--- src/rtl/qrv_pkg.sv ---
// Shared types and constants for the quaternion vector rotation pipeline.
package qrv_pkg;

    localparam int DATA_W  = 16;               // vector and quaternion component width
    localparam int FRAC_W  = 15;               // quaternion fraction bits
    localparam int FR2     = 2 * FRAC_W;       // fraction bits of the exact sums
    localparam int P1_W    = 2 * DATA_W;       // q * v product
    localparam int UV_W    = P1_W + 1;         // q x v component
    localparam int P2_W    = DATA_W + UV_W;    // q * uv and w * uv products
    localparam int T_W     = P2_W + 2;         // w(q x v) + q x (q x v)
    localparam int ACC_W   = T_W + 2;          // v + 2t + half, full precision
    localparam int RES_W   = ACC_W - FR2;      // integer part after the shift
    localparam int CFG_IDX_W = 2;

    localparam logic [CFG_IDX_W-1:0] REG_QUAT_X = 2'd0;
    localparam logic [CFG_IDX_W-1:0] REG_QUAT_Y = 2'd1;
    localparam logic [CFG_IDX_W-1:0] REG_QUAT_Z = 2'd2;
    localparam logic [CFG_IDX_W-1:0] REG_QUAT_W = 2'd3;

    localparam logic signed [DATA_W-1:0] QUAT_W_RESET = 16'sd32767;

    typedef struct packed {
        logic signed [DATA_W-1:0] vec_x;
        logic signed [DATA_W-1:0] vec_y;
        logic signed [DATA_W-1:0] vec_z;
    } t_vec_in;

    typedef struct packed {
        logic signed [DATA_W-1:0] rot_x;
        logic signed [DATA_W-1:0] rot_y;
        logic signed [DATA_W-1:0] rot_z;
        logic                     saturated;
    } t_rot_out;

    typedef struct packed {
        logic signed [DATA_W-1:0] x;
        logic signed [DATA_W-1:0] y;
        logic signed [DATA_W-1:0] z;
        logic signed [DATA_W-1:0] w;
    } t_quat;

    typedef struct packed {
        logic signed [UV_W-1:0] x;
        logic signed [UV_W-1:0] y;
        logic signed [UV_W-1:0] z;
    } t_uv;

    typedef struct packed {
        logic signed [T_W-1:0] x;
        logic signed [T_W-1:0] y;
        logic signed [T_W-1:0] z;
    } t_tvec;

    typedef struct packed {
        logic signed [DATA_W-1:0] val;
        logic                     clip;
    } t_sat;

endpackage

--- src/rtl/qrv_cross1.sv ---
// First cross product q x v: product stage, then difference stage.
module qrv_cross1 (
    input  logic            i_clk,
    input  logic            i_rst_n,
    input  logic            i_valid,
    output logic            o_ready,
    input  qrv_pkg::t_vec_in i_vec,
    input  qrv_pkg::t_quat  i_quat,
    output logic            o_valid,
    input  logic            i_ready,
    output qrv_pkg::t_uv    o_uv,
    output qrv_pkg::t_vec_in o_vec
);

    logic                                 r_va, r_vb;
    logic                                 w_ready_a, w_ready_b;
    logic signed [qrv_pkg::P1_W-1:0]      r_p [6];
    logic signed [qrv_pkg::P1_W-1:0]      n_p [6];
    qrv_pkg::t_vec_in                     r_vec_a, r_vec_b;
    qrv_pkg::t_uv                         r_uv, n_uv;

    assign w_ready_b = !r_vb || i_ready;
    assign w_ready_a = !r_va || w_ready_b;
    assign o_ready   = w_ready_a;

    always_comb begin
        n_p[0] = i_quat.y * i_vec.vec_z;
        n_p[1] = i_quat.z * i_vec.vec_y;
        n_p[2] = i_quat.z * i_vec.vec_x;
        n_p[3] = i_quat.x * i_vec.vec_z;
        n_p[4] = i_quat.x * i_vec.vec_y;
        n_p[5] = i_quat.y * i_vec.vec_x;
        n_uv.x = qrv_pkg::UV_W'(r_p[0]) - qrv_pkg::UV_W'(r_p[1]);
        n_uv.y = qrv_pkg::UV_W'(r_p[2]) - qrv_pkg::UV_W'(r_p[3]);
        n_uv.z = qrv_pkg::UV_W'(r_p[4]) - qrv_pkg::UV_W'(r_p[5]);
    end

    always_ff @(posedge i_clk) begin
        if (!i_rst_n) begin
            r_va <= 1'b0;
            r_vb <= 1'b0;
        end else begin
            if (w_ready_a) r_va <= i_valid;
            if (w_ready_b) r_vb <= r_va;
        end
    end

    always_ff @(posedge i_clk) begin
        if (w_ready_a && i_valid) begin
            r_p     <= n_p;
            r_vec_a <= i_vec;
        end
        if (w_ready_b && r_va) begin
            r_uv    <= n_uv;
            r_vec_b <= r_vec_a;
        end
    end

    assign o_valid = r_vb;
    assign o_uv    = r_uv;
    assign o_vec   = r_vec_b;

endmodule

--- config.mk ---
export PLATFORM = sky130hd
export DESIGN_NAME = qrv_cross1
export DESIGN_NICKNAME = d
export VERILOG_FILES = /design/src/rtl/qrv_pkg.sv /design/src/rtl/qrv_cross1.sv
export SDC_FILE = /design/constraint.sdc
export NUM_CORES = 2
export LEC_CHECK = 0
export ABC_CLOCK_PERIOD_IN_PS = 28800
export BUFFER_PORTS_ARGS = -buffer_cell sky130_fd_sc_hd__buf_2
export CORE_MARGIN = 8
export CORE_UTILIZATION = 40
export CTS_BUF_LIST = sky130_fd_sc_hd__clkbuf_16
export DETAILED_ROUTE_END_ITERATION = 12
export PLACE_DENSITY_LB_ADDON = 0.15
export REMOVE_ABC_BUFFERS = 1
export SLEW_MARGIN = 15
export SYNTH_ARGS = -nofsm -noshare
export SYNTH_HDL_FRONTEND = slang
export SYNTH_SLANG_ARGS = --single-unit
--- constraint.sdc ---
create_clock -name i_clk -period 28.8 [get_ports i_clk]
set_input_delay 5.76 -clock i_clk [delete_from_list [all_inputs] [get_ports i_clk]]
set_output_delay 5.76 -clock i_clk [all_outputs]
set_load 0.02 [all_outputs]
==> After elaboration in Yosys (flattened, before gate mapping) <==
Cells that the tools add are included.
{ "classes": {"addsub": 3, "multipliers": 6, "div_mod_pow": 0, "order_cmp": 0, "eq_ne": 0, "n_shift": 0, "n_mux": 0, "bitwise_logic": 0, "reduce_logical": 6} }
{ "op_table": {"columns": ["op", "count"], "rows": [
  ["multiplier 16 x 16 -> 32 bit", 6],
  ["subtractor 32 x 32 -> 33 bit", 3],
  ["logical AND 1 bit", 2],
  ["logical NOT 1 bit", 2],
  ["logical OR 1 bit", 2]
]} }
{ "word_totals": {"reg_bits": 389, "latch_bits": 0, "mem_bits_rw": 0, "rom_bits": 0, "inputBits": 116, "output_inout_bits": 149, "wordCells": 32, "n_memories": 0} }

==> Longest topological paths before layout <==
{ "logic_depth": {"word_depth": 4, "depth_mapped": 25, "mapped_depth_nobuf": 24} }

==> Worst setup path after synthesis <==
No wires, ideal clock.
{ "synth_timing": {"path_kind": "input-to-reg", "start": "in i_ready", "end": "reg r_uv, in the netlist o_uv[0] (enable)", "setup_ps": 673, "arrival_time_ps": 12335, "required_ps": 28127, "path_slack_ps": 15792, "cell_stages": 2, "n_path_buf": 0, "cell_sequence": "nor2b_1 -> nor2b_1"} }
{ "synth_between": {"elab_chain_cells": 2} }
{ "synth_rtl": {"columns": ["item", "line", "source"], "rows": [
  ["from (decl)", "qrv_cross1.sv:10", "input logic i_ready,"],
  ["logical OR 1 bit", "qrv_cross1.sv:22", "assign w_ready_b = !r_vb || i_ready;"],
  ["logical AND 1 bit", "qrv_cross1.sv:53", "if (w_ready_b && r_va) begin"],
  ["to (signal assigned)", "qrv_cross1.sv:54", "r_uv <= n_uv;"],
  ["to (decl)", "qrv_cross1.sv:20", "qrv_pkg::t_uv r_uv, n_uv;"]
]} }
No other way between the ends.
A chain may end at the register's enable or synchronous reset.

==> results.json <==
{
  "status": "finished, final reports clean",
  "nets": 9958,
  "r2r-end": "o_uv[62]$_DFFE_PP_",
  "layout_min_cycle_time_ns": 12.45,
  "maxCapViolCount": 0,
  "dr_wl_met2_mm": 94.9,
  "cp_cell_sequence": "buf_2, nand2_1, inv_1, fa_1, fa_1, fa_1, fa_1, fa_1, inv_1, fa_1, inv_1, ha_1, a21o_1, a21oi_1, o2111ai_1, a311oi_1, o21ai_1, a21o_1, a21oi_1, xnor2_1",
  "path_buf_inv": 4,
  "yosys.area_share.simple_pct": 13.1,
  "die_y_um": 450,
  "synth_mux_area_share_pct": 0.0814,
  "start_kind": "input pin",
  "clock_path_buffers": 3,
  "via_count": 50404,
  "ctsHoldBuffers": 0,
  "hold_viol_final": 0,
  "grt.total_usage_pct": 19.6,
  "synthXorXnorAreaFrac_pct": 3.43,
  "grt_pass1_vias": 56324,
  "cp_data_arrival_time_ns": 12.84,
  "synth_edf_count": 387,
  "cts_tree": "yes",
  "final_antenna_net_count": 0,
  "wl_met1_mm": 86.5,
  "worst_slew_pin_slew_ns": 1.05,
  "wl_per_cell_um": 18.9,
  "skew_ns": 0.0319,
  "fp.dieArea_um2": 202000,
  "insertion_delay_ns": 0.69,
  "fin_cells": 10219,
  "final_common_cell": "inv_1",
  "place_congestion": 0.838,
  "final_cell_mix": "inv_1 (1840), fa_1 (1575), nand2_1 (784), and2_1 (747), ha_1 (588)",
  "max_stage_delay_ns": 0.92,
  "async_reset_ff_share_pct": 0,
  "max_slew_margin_pct": 30.1,
  "synthToLayoutAreaGrowth_pct": 7.31,
  "synth_fa_ha_area_share_pct": 51.6,
  "setup_viol": 0,
  "portBuffers": 248,
  "grt_max_degree": 60,
  "critPathTopFamily": "adder cells",
  "antenna_found_initial": 7,
  "drcViolationCount": 0,
  "hold_path_class": "reg2reg",
  "num_rows": 159,
  "final_area_um2": 80800,
  "rsz0062_at_grt": "false",
  "overflow": 0,
  "post_cts_resized": 0,
  "initial_core_util_pct": 40.2,
  "cp-end-kind": "flop",
  "hold_end": "o_vec[4]$_DFFE_PP_",
  "drv_slew": 0,
  "netlist_area_um2": 75300,
  "holdCritStartpoint": "r_vec_a[4]$_DFFE_PP_",
  "cts_setup_buffers": 0,
  "synth_top_family_by_area": "adder cells",
  "wl_met3_mm": 7.82,
  "grt_pass1_wl_mm": 316,
  "layout-drive-gt1-share_pct": 5.76,
  "synth_compound_area_share_pct": 5.63,
  "drtPass1Iterations": 5,
  "r2r_setup_slack_ns": 24.80,
  "numCtsBuffers": 51,
  "tns_ns": 0,
  "avgSynthCellArea_um2": 9.90,
  "crit_slowest_cell": "fa_1",
  "wl_mm": 193,
  "synthCells": 7607,
  "fin_crit_sh_pct": 43.2,
  "dp.cells": 10121,
  "r2r_start": "r_p[70]$_DFFE_PP_",
  "drt_iter0_markers": 2130,
  "io_pins": 265,
  "path_common_cell": "fa_1",
  "clk_pin_slew_ns": 0.06,
  "coreArea_um2": 187000,
  "h-tree-depth": 2,
  "fmax_mhz": 80.3,
  "ys_ff_latch": 389,
  "worst-path-max-fanout": 32,
  "reg2reg_depth": 11,
  "ys.flop_type": "edfxtp_1",
  "cts-root-buf": "clkbuf_16",
  "cp_data_required_time_ns": 29.19,
  "place_hpwl_mm": 151,
  "top_layer_used": "met5",
  "synth_warnings": 0,
  "seq_area_frac_synth_pct": 15.5,
  "clock_sinks": 389,
  "die_w_um": 450,
  "critPathKind": "in2reg",
  "yosysUniqueCellTypes": 86,
  "dpl_cell_area_um2": 79100,
  "via_per_inst": 4.93,
  "whs_path_depth": 0
}
## how the worst max path moves through the flow
stage | startpoint | slack (ns) | to | cells past startpoint
4_1_cts | i_quat[47] | 16.46 | r_p[31]$_DFFE_PP_ | 20
3_5_place_dp | i_quat[47] | 15.76 | r_p[31]$_DFFE_PP_ | 20
6_report | i_quat[47] | 16.35 | r_p[31]$_DFFE_PP_ | 20
5_1_grt | i_quat[47] | 15.97 | r_p[31]$_DFFE_PP_ | 20
2_1_floorplan | i_ready | 15.79 | o_uv[0]$_DFFE_PP_ | 2
3_3_place_gp | i_quat[47] | 15.79 | r_p[31]$_DFFE_PP_ | 20
## per-stage QoR
step	hold WS [ns]	utilization (%)	setup WS, ns
after global routing	0.423	43.1	15.97
after global placement	0.401	42.2	15.79
after CTS	0.419	43.1	16.46
final	0.417	43.1	16.35
after detailed placement	0.405	42.2	15.76
after floorplan	0.400	-	15.79
## sequential cells by signal, indices dropped and copies added, names as in the netlist
signal / count
o_vec: 48
o_valid: 1
r_vec_a: 48
r_va: 1
r_p: 192
o_uv: 99
## cell type report
class | instances | area (µm²)
fill | 18401 | 107000
clock buffer | 51 | 1280
sequential | 389 | 11700
inverter | 1835 | 6890
multi-input combinational | 5082 | 55700
antenna | 2 | 5.00
timing repair buffer | 320 | 1780
tap | 2495 | 3120
clock inverter | 45 | 439
## cell families after synthesis
family / Yosys count
flip-flops: 389
adder cells (fa/ha/maj): 2163
AO/OA/AOI/OAI: 636
AND/OR/NAND/NOR: 1982
XOR/XNOR: 295
buffers and inverters: 2136
multiplexers: 6
## layer usage
layer / vias to the layer above / GRT usage, %
li1: 22990 / -
met1: 26292 / 26.3
met2: 921 / 34.0
met3: 197 / 2.53
met4: 4 / 4.06
met5: - / 0
## cells in the mapped netlist (7+ instances only)
master	count	share of area, %
clkbuf_1	299	1.5
a21boi_0	9	0.090
o21a_1	38	0.38
xor2_1	59	0.69
a21oi_1	191	1.3
and2_1	748	6.2
nand2_1	784	3.9
or3_1	17	0.14
o21ai_1	7	0.046
a211oi_1	17	0.17
fa_1	1575	42
o211ai_1	15	0.15
inv_1	1834	9.1
o21bai_1	33	0.33
a21o_1	104	1.0
a211o_1	7	0.081
or2_2	10	0.083
nor3_1	38	0.25
o21ai_0	110	0.73
a31oi_1	12	0.10
nand4_1	17	0.14
nor2b_1	42	0.35
edfxtp_1	387	15
ha_1	588	9.8
a311oi_1	7	0.081
xnor2_1	236	2.7
and3_1	20	0.17
nand2b_1	47	0.39
nor2_1	196	0.98
nand3_1	41	0.27
Power is not shown: default switching activity piles up to over one toggle a cycle in this logic, so the estimate is an artifact.
