--- src/rtl/qrv_pkg.sv ---
// Shared types and constants for the quaternion vector rotation pipeline.
package qrv_pkg;

    localparam int DATA_W  = 16;               // vector and quaternion component width
    localparam int FRAC_W  = 15;               // quaternion fraction bits
    localparam int FR2     = 2 * FRAC_W;       // fraction bits of the exact sums
    localparam int P1_W    = 2 * DATA_W;       // q * v product
    localparam int UV_W    = P1_W + 1;         // q x v component
    localparam int P2_W    = DATA_W + UV_W;    // q * uv and w * uv products
    localparam int T_W     = P2_W + 2;         // w(q x v) + q x (q x v)
    localparam int ACC_W   = T_W + 2;          // v + 2t + half, full precision
    localparam int RES_W   = ACC_W - FR2;      // integer part after the shift
    localparam int CFG_IDX_W = 2;

    localparam logic [CFG_IDX_W-1:0] REG_QUAT_X = 2'd0;
    localparam logic [CFG_IDX_W-1:0] REG_QUAT_Y = 2'd1;
    localparam logic [CFG_IDX_W-1:0] REG_QUAT_Z = 2'd2;
    localparam logic [CFG_IDX_W-1:0] REG_QUAT_W = 2'd3;

    localparam logic signed [DATA_W-1:0] QUAT_W_RESET = 16'sd32767;

    typedef struct packed {
        logic signed [DATA_W-1:0] vec_x;
        logic signed [DATA_W-1:0] vec_y;
        logic signed [DATA_W-1:0] vec_z;
    } t_vec_in;

    typedef struct packed {
        logic signed [DATA_W-1:0] rot_x;
        logic signed [DATA_W-1:0] rot_y;
        logic signed [DATA_W-1:0] rot_z;
        logic                     saturated;
    } t_rot_out;

    typedef struct packed {
        logic signed [DATA_W-1:0] x;
        logic signed [DATA_W-1:0] y;
        logic signed [DATA_W-1:0] z;
        logic signed [DATA_W-1:0] w;
    } t_quat;

    typedef struct packed {
        logic signed [UV_W-1:0] x;
        logic signed [UV_W-1:0] y;
        logic signed [UV_W-1:0] z;
    } t_uv;

    typedef struct packed {
        logic signed [T_W-1:0] x;
        logic signed [T_W-1:0] y;
        logic signed [T_W-1:0] z;
    } t_tvec;

    typedef struct packed {
        logic signed [DATA_W-1:0] val;
        logic                     clip;
    } t_sat;

endpackage

--- src/rtl/qrv_round.sv ---
// Final stage: v + 2t, round to nearest, saturate, flag clipping; holds the output beat.
module qrv_round (
    input  logic             i_clk,
    input  logic             i_rst_n,
    input  logic             i_valid,
    output logic             o_ready,
    input  qrv_pkg::t_tvec   i_t,
    input  qrv_pkg::t_vec_in i_vec,
    output logic             o_valid,
    input  logic             i_ready,
    output qrv_pkg::t_rot_out o_rot
);

    localparam logic signed [qrv_pkg::RES_W-1:0] RES_HI =
        qrv_pkg::RES_W'((64'sd1 <<< (qrv_pkg::DATA_W - 1)) - 64'sd1);
    localparam logic signed [qrv_pkg::RES_W-1:0] RES_LO =
        qrv_pkg::RES_W'(-(64'sd1 <<< (qrv_pkg::DATA_W - 1)));
    localparam logic signed [qrv_pkg::ACC_W-1:0] HALF =
        qrv_pkg::ACC_W'(64'sd1 <<< (qrv_pkg::FR2 - 1));

    logic              r_valid;
    logic              w_ready;
    qrv_pkg::t_rot_out r_rot, n_rot;
    qrv_pkg::t_sat     w_sx, w_sy, w_sz;

    function automatic qrv_pkg::t_sat round_sat(
        input logic signed [qrv_pkg::DATA_W-1:0] v,
        input logic signed [qrv_pkg::T_W-1:0]    t
    );
        logic signed [qrv_pkg::ACC_W-1:0] acc;
        logic signed [qrv_pkg::RES_W-1:0] res;
        qrv_pkg::t_sat                    s;
        acc = (qrv_pkg::ACC_W'(v) <<< qrv_pkg::FR2)
            + (qrv_pkg::ACC_W'(t) <<< 1) + HALF;
        res = acc[qrv_pkg::ACC_W-1:qrv_pkg::FR2];
        if (res > RES_HI) begin
            s.val  = RES_HI[qrv_pkg::DATA_W-1:0];
            s.clip = 1'b1;
        end else if (res < RES_LO) begin
            s.val  = RES_LO[qrv_pkg::DATA_W-1:0];
            s.clip = 1'b1;
        end else begin
            s.val  = res[qrv_pkg::DATA_W-1:0];
            s.clip = 1'b0;
        end
        return s;
    endfunction

    assign w_ready = !r_valid || i_ready;
    assign o_ready = w_ready;

    always_comb begin
        w_sx = round_sat(i_vec.vec_x, i_t.x);
        w_sy = round_sat(i_vec.vec_y, i_t.y);
        w_sz = round_sat(i_vec.vec_z, i_t.z);
        n_rot.rot_x     = w_sx.val;
        n_rot.rot_y     = w_sy.val;
        n_rot.rot_z     = w_sz.val;
        n_rot.saturated = w_sx.clip || w_sy.clip || w_sz.clip;
    end

    always_ff @(posedge i_clk) begin
        if (!i_rst_n) begin
            r_valid <= 1'b0;
        end else if (w_ready) begin
            r_valid <= i_valid;
        end
    end

    always_ff @(posedge i_clk) begin
        if (w_ready && i_valid) begin
            r_rot <= n_rot;
        end
    end

    assign o_valid = r_valid;
    assign o_rot   = r_rot;

    a_sat_at_limit: assert property (@(posedge i_clk) disable iff (!i_rst_n)
        (r_valid && r_rot.saturated) |->
            (r_rot.rot_x == RES_HI[qrv_pkg::DATA_W-1:0]
             || r_rot.rot_x == RES_LO[qrv_pkg::DATA_W-1:0]
             || r_rot.rot_y == RES_HI[qrv_pkg::DATA_W-1:0]
             || r_rot.rot_y == RES_LO[qrv_pkg::DATA_W-1:0]
             || r_rot.rot_z == RES_HI[qrv_pkg::DATA_W-1:0]
             || r_rot.rot_z == RES_LO[qrv_pkg::DATA_W-1:0]))
        else $error("saturated flag set with no component at a limit");

    a_empty_ready: assert property (@(posedge i_clk) disable iff (!i_rst_n)
        !r_valid |-> o_ready)
        else $error("empty output stage refuses a beat");

    a_reset_clears: assert property (@(posedge i_clk)
        !i_rst_n |=> !r_valid)
        else $error("output valid after reset");

endmodule

--- config.mk ---
export PLATFORM = sky130hd
export DESIGN_NAME = qrv_round
export DESIGN_NICKNAME = d
export VERILOG_FILES = /design/src/rtl/qrv_pkg.sv /design/src/rtl/qrv_round.sv
export SDC_FILE = /design/constraint.sdc
export NUM_CORES = 1
export LEC_CHECK = 0
export BUFFER_PORTS_ARGS = -buffer_cell sky130_fd_sc_hd__buf_2
export CORE_ASPECT_RATIO = 0.7
export CORE_MARGIN = 1
export CORE_UTILIZATION = 43
export DETAILED_ROUTE_END_ITERATION = 10
export GPL_ROUTABILITY_DRIVEN = 0
export HOLD_SLACK_MARGIN = 0.06
export PLACE_DENSITY = 0.82
export SLEW_MARGIN = 40
export SYNTH_ARGS = -nofsm -noshare
export SYNTH_HDL_FRONTEND = slang
export SYNTH_SLANG_ARGS = --single-unit
--- constraint.sdc ---
create_clock -name i_clk -period 3.5 [get_ports i_clk]
set_input_delay 0.525 -clock i_clk [delete_from_list [all_inputs] [get_ports i_clk]]
set_output_delay 0.525 -clock i_clk [all_outputs]
set_load 0.1 [all_outputs]
# --- Yosys cells after proc, flatten, opt, wreduce, memory -nomap -nowiden ---
# Index checks and enable logic that the tools add are counted.
word_totals:
  regBits: 50
  in_bits: 205
  output_inout_bits: 51
  wordCells: 28
op_classes:
  add_sub_neg: 6
  n_lt_le_gt_ge: 6
  mux: 6
  reduce_logical: 5
op_table:
  columns: ["operator", "n"]
  rows:
  - ["$add 46x52->53", 3]
  - ["$add 53x31->53 const B", 3]
  - ["$gt 23x16->1 const B", 3]
  - ["$lt 23x16->1 const B", 3]
  - ["$mux 17", 3]
  - ["$logic_or 1x1->1", 3]
  - ["$mux 1", 3]
  - ["$logic_and 1x1->1", 1]
  - ["$logic_not 1->1", 1]

# --- Longest topological paths before layout ---
# Gate-level depths: netlist (run 1).
logic_depth:
  ltp_word: 7
  mapped_depth: 12
  mapped_depth_nobuf: 11

# --- Worst setup path before layout (run 1) ---
# No wires, ideal clock.
synth_path:
  path_type: "input -> register"
  from: "in i_t[28] in the netlist's numbering"
  to: "reg r_rot (netlist bit o_rot[7]), data pin"
  setup_ps: 262
  t_arrival_ps: 3155
  required_time_ps: 3238
  setup_slack_ps: 83
  cell_stages: 11
  n_path_buf: 1
  path_cell_list: "fa_1 > a211oi_2 > o21ai_2 > o311ai_4 > nand2_2 > a41oi_1 > xnor2_1 > or4b_4 > o31ai_4 > buf_8 > o211ai_2"
synth_via:
  elab_chain_cells: 4
  word_cells_on_any_way: 5
  classes_between: "add/sub: 2; order compare: 2; mux: 1"
synth_lines:
  columns: ["item", "line", "text"]
  rows:
  - ["start, declared", "qrv_round.sv:7", "input qrv_pkg::t_tvec i_t,"]
  - ["$add 46x52->53 *", "qrv_round.sv:34", "+ (qrv_pkg::ACC_W'(t) <<< 1) + HALF;"]
  - ["$add 53x31->53 *", "qrv_round.sv:34", null]
  - ["$lt 23x16->1", "qrv_round.sv:39", "end else if (res < RES_LO) begin"]
  - ["$mux 17", "qrv_round.sv:39", null]
  - ["end signal, assigned", "qrv_round.sv:72", "r_rot <= n_rot;"]
  - ["end, declared", "qrv_round.sv:23", "qrv_pkg::t_rot_out r_rot, n_rot;"]
# Mark *: on every way between the ends. The rest lies on a longest branch, timed or not.
# A chain may end at the register's enable or synchronous reset.

# --- Worst setup path in the final report (run 1) ---
layout_path:
  from: "in i_t[28] in the netlist's numbering"
  to: "reg r_rot (netlist bit o_rot[2]), data pin"
# Same word-level chain as after synthesis.

==> results of run 1 <==
==> worst max-delay path, delay by kind of cell <==
family | cells | cell delay, ps
compound gates | 6 | 1280
xor+xnor | 1 | 120
fa+ha+maj | 1 | 460
buf+inv | 2 | 310
simple gates | 2 | 680
==> flip-flops by register name (all words and copies together) (netlist names) <==
name / cells
o_rot: 49
o_valid: 1
==> layout by cell type, fill, tap and decap left out, types with 6 or more instances in the layout <==
cell / count
edfxtp_1: 49
nor2_1: 37
buf_4: 38
nand2b_1: 9
xor2_1: 32
nand2_1: 33
a21o_1: 21
nand3_1: 15
ha_1: 66
and3_1: 7
a21oi_1: 64
buf_2: 171
a211oi_1: 10
o21ai_0: 64
o21ai_2: 8
xnor2_1: 31
o21bai_1: 7
o21a_1: 12
inv_1: 20
a31oi_1: 8
o31ai_1: 6
nor2b_1: 7
==> worst paths after layout <==
check,cells after the start,slack (ps),to
setup / recovery,12,160,o_rot[2]$_SDFFCE_PN1P_
hold reg to reg,2,570,o_valid$_SDFFE_PN0N_
hold / removal,2,480,o_valid$_SDFFE_PN0N_
setup reg to reg,3,1730,o_rot[14]$_SDFFCE_PN1P_
==> layout make-up <==
| cell class | instances | area (µm²) | share of cell area |
|---|---|---|---|
| Tap cell | 157 | 196 | 0.0286 |
| Multi-Input combinational cell | 514 | 3750 | 0.546 |
| Sequential cell | 50 | 1490 | 0.217 |
| Timing Repair Buffer | 211 | 1180 | 0.172 |
| Inverter | 20 | 75.1 | 0.0109 |
| Clock buffer | 5 | 125 | 0.0182 |
| Clock inverter | 3 | 48.8 | 0.00711 |
==> report_power, final <==
part,internal (mW),total (mW),switching [mW]
clock,0.342,0.569,0.226
sequential,0.753,0.772,0.0184
combinational,0.492,1.53,1.04
total,1.59,2.87,1.28
==> logic make-up (layout without fill, tap and decap cells) <==
logic type,count (synthesis),count (layout),synth area share
multiplexers,3,3,0.00583
AND/OR/NAND/NOR,139,139,0.131
flip-flops,50,50,0.278
AO/OA/AOI/OAI,240,240,0.291
adder cells (fa/ha/maj),69,69,0.165
XOR/XNOR,63,63,0.103
buffers and inverters,33,239,0.0257
==> through the flow <==
step | std cells | setup TNS, ps
after floorplan | 597 | 0
after global placement | 952 | -1480
after detailed placement | 952 | -2990
after CTS | 960 | 0
after global routing | 960 | -13.6
final | 960 | 0
==> routing by layer <==
metal,global-route usage,vias up
met3,0.0415,13
met1,0.288,2365
li1,-,2694
met4,0.0384,0
met5,0,-
met2,0.333,197
==> what timing repair did <==
item	CTS	global route
hold endpoints to repair	0	0
setup endpoints to repair	0	16
buffers inserted	0	0
gates resized for setup	0	2
==> impl_metrics.ini, run 1 <==
[placement]
placed_cell_area_um2 = 6680
dpl.hpwl_mm = 11.5
numPortBuffers = 171
place_ws_ps = -212

[clock_network]
insertion_delay_ps = 290
cts_sinks = 50
cts-root-buf = clkbuf_16
holdBufCountCts = 0
htreeDepth = 2
numCtsBuffers = 5
clock_path_buffers = 2
cts_tree = done
path_clk_slew_ps = 70

[synth]
synth-async-reset-ratio = 0
synthTopCellsByCount = ha_1, a21oi_1, o21ai_0, edfxtp_1, nor2_1
synth-main-ff-cell = edfxtp_1
synth_area_per_cell_um2 = 8.98
syn-cell-area_um2 = 5360
ys_types = 66
syn_nets = 871
yosysTopAreaCellShare = 0.274
yosys_warnings = 0
synth.most_common_cell = ha_1
synth-seq-cells = 50
yosys-top-cells-area = edfxtp_1, ha_1, a21oi_1, o21ai_0, xor2_1
synth-seq-area-share = 0.278
syn_inst = 597
synth_edf_count = 49
synth_area_leader_cell = edfxtp_1

[grt]
grt.total_usage = 0.207
grt_pass1_wl_mm = 21.4
grt_antenna_before_repair = 0
grt_max_degree = 27
grt.overflow.total = 0
grt_pass1_vias = 4625

[sta]
fin_skew_ps = 7.15
fin_hold_ws_ps = 482
finalCritPeriodShare = 0.955
slew_headroom = 0.599
finalWorstSetupSlack_ps = 156
tightest_slew_ps = 601
finalHoldViolCount = 0
max_freq_ghz = 0.299
setup_violations = 0
min_period_ps = 3340
drv_slew = 0
rsz0062_at_grt = true

[detailed_routing]
routed_wl_mm = 13.7
post_drt_wl_per_cell_um = 14.3
drt-initial-drc-count = 345
top_layer = met4
vias = 5269
drtPass1Iterations = 5
drc = 0
wl_met3_um = 938
ant_nets = 0
dr_wl_met2_mm = 6.06
wl_met1_mm = 6.61
via_per_inst = 5.49

[setup_path]
cp-end-kind = flop
crit_start = i_t[28]
slowest_stage = or4b_4
timing.rr.start = o_valid$_SDFFE_PN0N_
critPathMaxFanout = 15
cp.required_ps = 3520
path_class = input port to flop
slowest_delay_ps = 540
worst_ep_arrival_time_ps = 3370
startpoint_type = input port
crit_path_cell_trace = buf_2, fa_1, a211oi_2, o21ai_2, o311ai_4, nand2_2, a41oi_2, xnor2_1, or4b_4, o31ai_4, buf_12, o21ai_0

[die]
fp.dieW_um = 135
core_area_um2 = 11900
ios = 256
chipHeight_um = 95.4
num_rows = 33
die_area_um2 = 12900
initial_utilization = 0.449

[run_status]
status = completed

[cells_and_area]
final_area_um2 = 6870
drive_gt1_frac = 0.300
fin_util = 0.575
area_growth_pct = 28.1
nets = 1076
num_antenna_cells = 0
nFillCells = 1092

[pwr]
p_leak_nw = 3.02
p_per_area_nw_per_um2 = 418
vdd_drop_max_mv = 0.314
total_power_mw = 2.87

[flow_run]
max_cap_viol_count = 0

[min_path]
holdCritPathClass = input port to flop
hp-start = i_rst_n
(Power assumes the default switching activity.)
==> run 2: changes to the inputs <==
CORE_UTILIZATION = 37   (was 43)
PLACE_DENSITY = 0.73   (was 0.82)
==> run 2 against run 1 <==
Clock skew is 1.3 ps lower; utilization is 7.8 points lower; hold slack better by 4.2 ps; wire length is 6.4% higher; critical path type unchanged; final cell count is 4.8% higher; clock power is 15% lower; critical endpoint unchanged.
==> impl_metrics.ini, run 2 (synthesis results as in run 1) <==
[pwr]
p_per_area_nw_per_um2 = 402
vdd_drop_max_mv = 0.193
p_leak_nw = 3.07
total_power_mw = 2.80

[setup_path]
r2r_cells = 3
startpoint_type = input port
cp-end-kind = flop
timing.rr.start = o_valid$_SDFFE_PN0N_
path_class = input port to flop
slowest_stage = or4b_4
crit_path_cell_trace = buf_2, fa_1, a211oi_2, o21ai_2, o311ai_4, nand2_2, a41oi_1, xnor2_1, or4b_4, o31ai_4, buf_12, o21ai_0
slowest_delay_ps = 540
r2r-end = o_rot[0]$_DFFE_PP_
reg2reg_setup_slack_ps = 1990
critPathMaxFanout = 15
cp.required_ps = 3540
worst_ep_arrival_time_ps = 3360

[clock_network]
cts-root-buf = clkbuf_16
clock_path_buffers = 2
post_cts_buffers = 0
htreeDepth = 2
insertion_delay_ps = 290
cts_tree = done
cts_sinks = 50
numCtsBuffers = 5
path_clk_slew_ps = 70

[grt]
grt_max_degree = 50
grt_pass1_vias = 4860
grt_antenna_before_repair = 0
grt.total_usage = 0.195
grt.overflow.total = 0
grt_pass1_wl_mm = 23.6

[die]
fp.dieW_um = 146
core_area_um2 = 14000
chipHeight_um = 103
die_area_um2 = 15000
ios = 256
initial_utilization = 0.383
num_rows = 36

[flow_run]
max_cap_viol_count = 0

[min_path]
holdCritPathClass = input port to flop
holdPathEnd = o_valid$_SDFFE_PN0N_
hold_depth = 2
hp-start = i_rst_n

[run_status]
status = completed

[sta]
setup_violations = 0
fin_skew_ps = 5.87
finalCritPeriodShare = 0.950
drv_slew = 0
max_freq_ghz = 0.301
fin_setup_tns_ps = 0
fin_hold_ws_ps = 486
tightest_slew_ps = 686
slew_headroom = 0.543
rsz0062_at_grt = false
min_period_ps = 3330
finalHoldViolCount = 0

[cells_and_area]
num_antenna_cells = 0
nFillCells = 1346
fin_util = 0.497
nets = 1089
largest_reg_flops = 49
area_growth_pct = 29.9
layout_common_cells = buf_2, ha_1, o21ai_0, a21oi_1, buf_4
drive_gt1_frac = 0.309
final_common_cell = buf_2

[detailed_routing]
drtPass1Iterations = 5
post_drt_wl_per_cell_um = 14.5
routed_wl_mm = 14.6
ant_nets = 0
drc = 0
via_per_inst = 5.27
drt-initial-drc-count = 253
vias = 5305

[placement]
dpl.hpwl_mm = 12.0
numPortBuffers = 171
-- run 2: layout make-up --
class	count	area, µm²	share of cell area
repair buffers	224	1280	0.184
flip-flops and latches	50	1490	0.214
clock inverters	2	8.76	0.00126
inverters	20	75.1	0.0108
clock buffers	6	129	0.0185
multi-input cells	514	3740	0.538
well taps	190	238	0.0341
-- run 2: through the flow --
| stage | worst slack (ps) | cell area, µm² | std cells |
|---|---|---|---|
| detailed placement | -156 | 6820 | 998 |
| global route | 9.44 | 6960 | 1006 |
| floorplan | 82.9 | 5360 | 597 |
| CTS | 174 | 6950 | 1006 |
| finish | 173 | 6960 | 1006 |
| global placement | -122 | 6820 | 998 |
-- run 2: what timing repair did --
item                                   4_1_cts  5_1_grt
hold buffers                                 0        0
resized for setup                            0        2
endpoints found under the hold margin        0        0
setup endpoints to repair                    0        1
-- run 2: worst max-delay path by stage --
stage	slack (ps)	end	startpoint	cells after the start
after floorplan	80	o_rot[7]$_SDFFCE_PN1P_	i_t[28]	11
after global placement	-120	o_rot[2]$_SDFFCE_PN1P_	i_t[28]	12
after detailed placement	-160	o_rot[2]$_SDFFCE_PN1P_	i_t[28]	12
after CTS	170	o_rot[2]$_SDFFCE_PN1P_	i_t[28]	12
after global routing	9	o_rot[0]$_DFFE_PP_	i_t[82]	12
final	170	o_rot[2]$_SDFFCE_PN1P_	i_t[28]	12
-- run 2: routing by layer --
layer  share of wire  global-route usage  vias up
met2            0.41               0.296      182
met4           0.011              0.0413        0
met5               0                   0        -
met1            0.51               0.281     2384
met3           0.071              0.0438       12
li1                -                   -     2727
-- run 2: worst max-delay path, delay by kind of cell --
family	cells	cell delay (ps)
adder cells (fa/ha/maj)	1	460
buffers and inverters	2	300
AND/OR/NAND/NOR	2	660
AO/OA/AOI/OAI	6	1270
XOR/XNOR	1	130
-- run 2: power by group --
group          internal, mW  total [mW]  switching (mW)  leakage, nW
clock                 0.263       0.484           0.221       0.0683
sequential            0.754       0.770          0.0169        0.449
combinational         0.500        1.55            1.05         2.55
==> run 3: changes to the inputs <==
BUFFER_PORTS_ARGS = -buffer_cell sky130_fd_sc_hd__clkbuf_2   (was -buffer_cell sky130_fd_sc_hd__buf_2)
PLACE_DENSITY = 0.7   (was 0.73)
clock period = 3.8 ns   (was 3.5 ns; I/O delays follow)
==> run 3 against run 2 <==
First-iteration DRC count up 10%; setup slack improved by 180 ps; non-clock buffer count down 39; final area down 4.2%; hold slack improved by 33 ps; combinational power shrank 12%; sequential cell count stayed put; largest cell class unchanged.
==> impl_metrics.ini, run 3 (synthesis results as in run 1) <==
[setup_path]
cp.required_ps = 3830
cp-end-kind = flop
worst_ep_arrival_time_ps = 3470
critPathMaxFanout = 15
path_class = input port to flop
r2r_cells = 2
startpoint_type = input port

[sta]
finalCritPeriodShare = 0.906
tightest_slew_ps = 654
fin_setup_tns_ps = 0
setup_violations = 0
fin_skew_ps = 6.75
drv_slew = 0
min_period_ps = 3440
slew_headroom = 0.564
rsz0062_at_grt = false
finalHoldViolCount = 0
max_freq_ghz = 0.290

[cells_and_area]
layout_common_cells = clkbuf_2, ha_1, o21ai_0, a21oi_1, edfxtp_1
nFillCells = 1357
seq_area_um2 = 1490
nets = 1050
final_common_cell = clkbuf_2
num_antenna_cells = 0
area_growth_pct = 24.4
multi_input_area_um2 = 3740
drive_gt1_frac = 0.275
largest_reg_flops = 49

[die]
fp.dieW_um = 146
num_rows = 36
ios = 256
die_area_um2 = 15000
core_area_um2 = 14000
initial_utilization = 0.383
chipHeight_um = 103

[grt]
grt_antenna_before_repair = 0
grt_max_degree = 50
grt.total_usage = 0.180
grt_pass1_vias = 4510
grt.overflow.total = 0
grt_pass1_wl_mm = 21.9

[clock_network]
clock_path_buffers = 2
cts_sinks = 50
post_cts_buffers = 0
htreeDepth = 2
numCtsBuffers = 5
cts_resized = 0
holdBufCountCts = 0
insertion_delay_ps = 290
path_clk_slew_ps = 70
cts_tree = done
cts-root-buf = clkbuf_16

[min_path]
hold_depth = 2
holdCritPathClass = input port to flop

[pwr]
total_power_mw = 2.53
p_leak_nw = 2.94
p_per_area_nw_per_um2 = 380
vdd_drop_max_mv = 0.155

[detailed_routing]
drc = 0
drt-initial-drc-count = 279
ant_nets = 0
via_per_inst = 5.29
post_drt_wl_per_cell_um = 14.0
routed_wl_mm = 13.5
drtPass1Iterations = 5
vias = 5117

[placement]
numPortBuffers = 171
dpl.hpwl_mm = 11.3

[flow_run]
max_cap_viol_count = 0

[run_status]
status = completed
## run 3: metrics by stage
step           hold slack, ps  std cells  worst slack, ps   util  instance area (µm²)
2_1_floorplan             709        597              338      -                 5360
3_3_place_gp              524        959             84.9  0.465                 6510
3_5_place_dp              542        959             68.5  0.465                 6510
4_1_cts                   505        967              374  0.476                 6670
5_1_grt                   521        967              122  0.476                 6670
6_report                  519        967              357  0.476                 6670
## run 3: final cells by class
| cell class | instances | share of cell area |
|---|---|---|
| sequential | 50 | 0.224 |
| clock buffer | 6 | 0.0208 |
| clock inverter | 2 | 0.00263 |
| timing repair buffer | 185 | 0.146 |
| multi-input combinational | 514 | 0.560 |
| inverter | 20 | 0.0113 |
| tap | 190 | 0.0356 |
## run 3: layer usage
layer  GRT usage  wire length [µm]
met1       0.271              7060
met2       0.266              5520
met3      0.0323               863
met4      0.0332               106
met5           0                 0
## run 3: worst max-delay path, stage by stage
cell	delay [ps]
clkbuf_2	120
fa_1	460
a211oi_2	220
o21ai_2	140
o311ai_4	290
nand2_2	120
a41oi_1	310
xnor2_1	130
or4b_4	550
o31ai_4	270
buf_12	190
o31ai_1	90
## run 3: final timing paths
kind | from | end | slack, ps
max | i_t[28] | o_rot[3]$_SDFFCE_PN1P_ | 360
max reg2reg | o_valid$_SDFFE_PN0N_ | o_rot[45]$_SDFFCE_PN1P_ | 2410
min | i_rst_n | o_valid$_SDFFE_PN0N_ | 520
min reg2reg | o_valid$_SDFFE_PN0N_ | o_valid$_SDFFE_PN0N_ | 550
## run 3: where the power goes
part | internal, mW | switching [mW]
sequential | 0.695 | 0.0189
clock | 0.265 | 0.202
combinational | 0.411 | 0.944
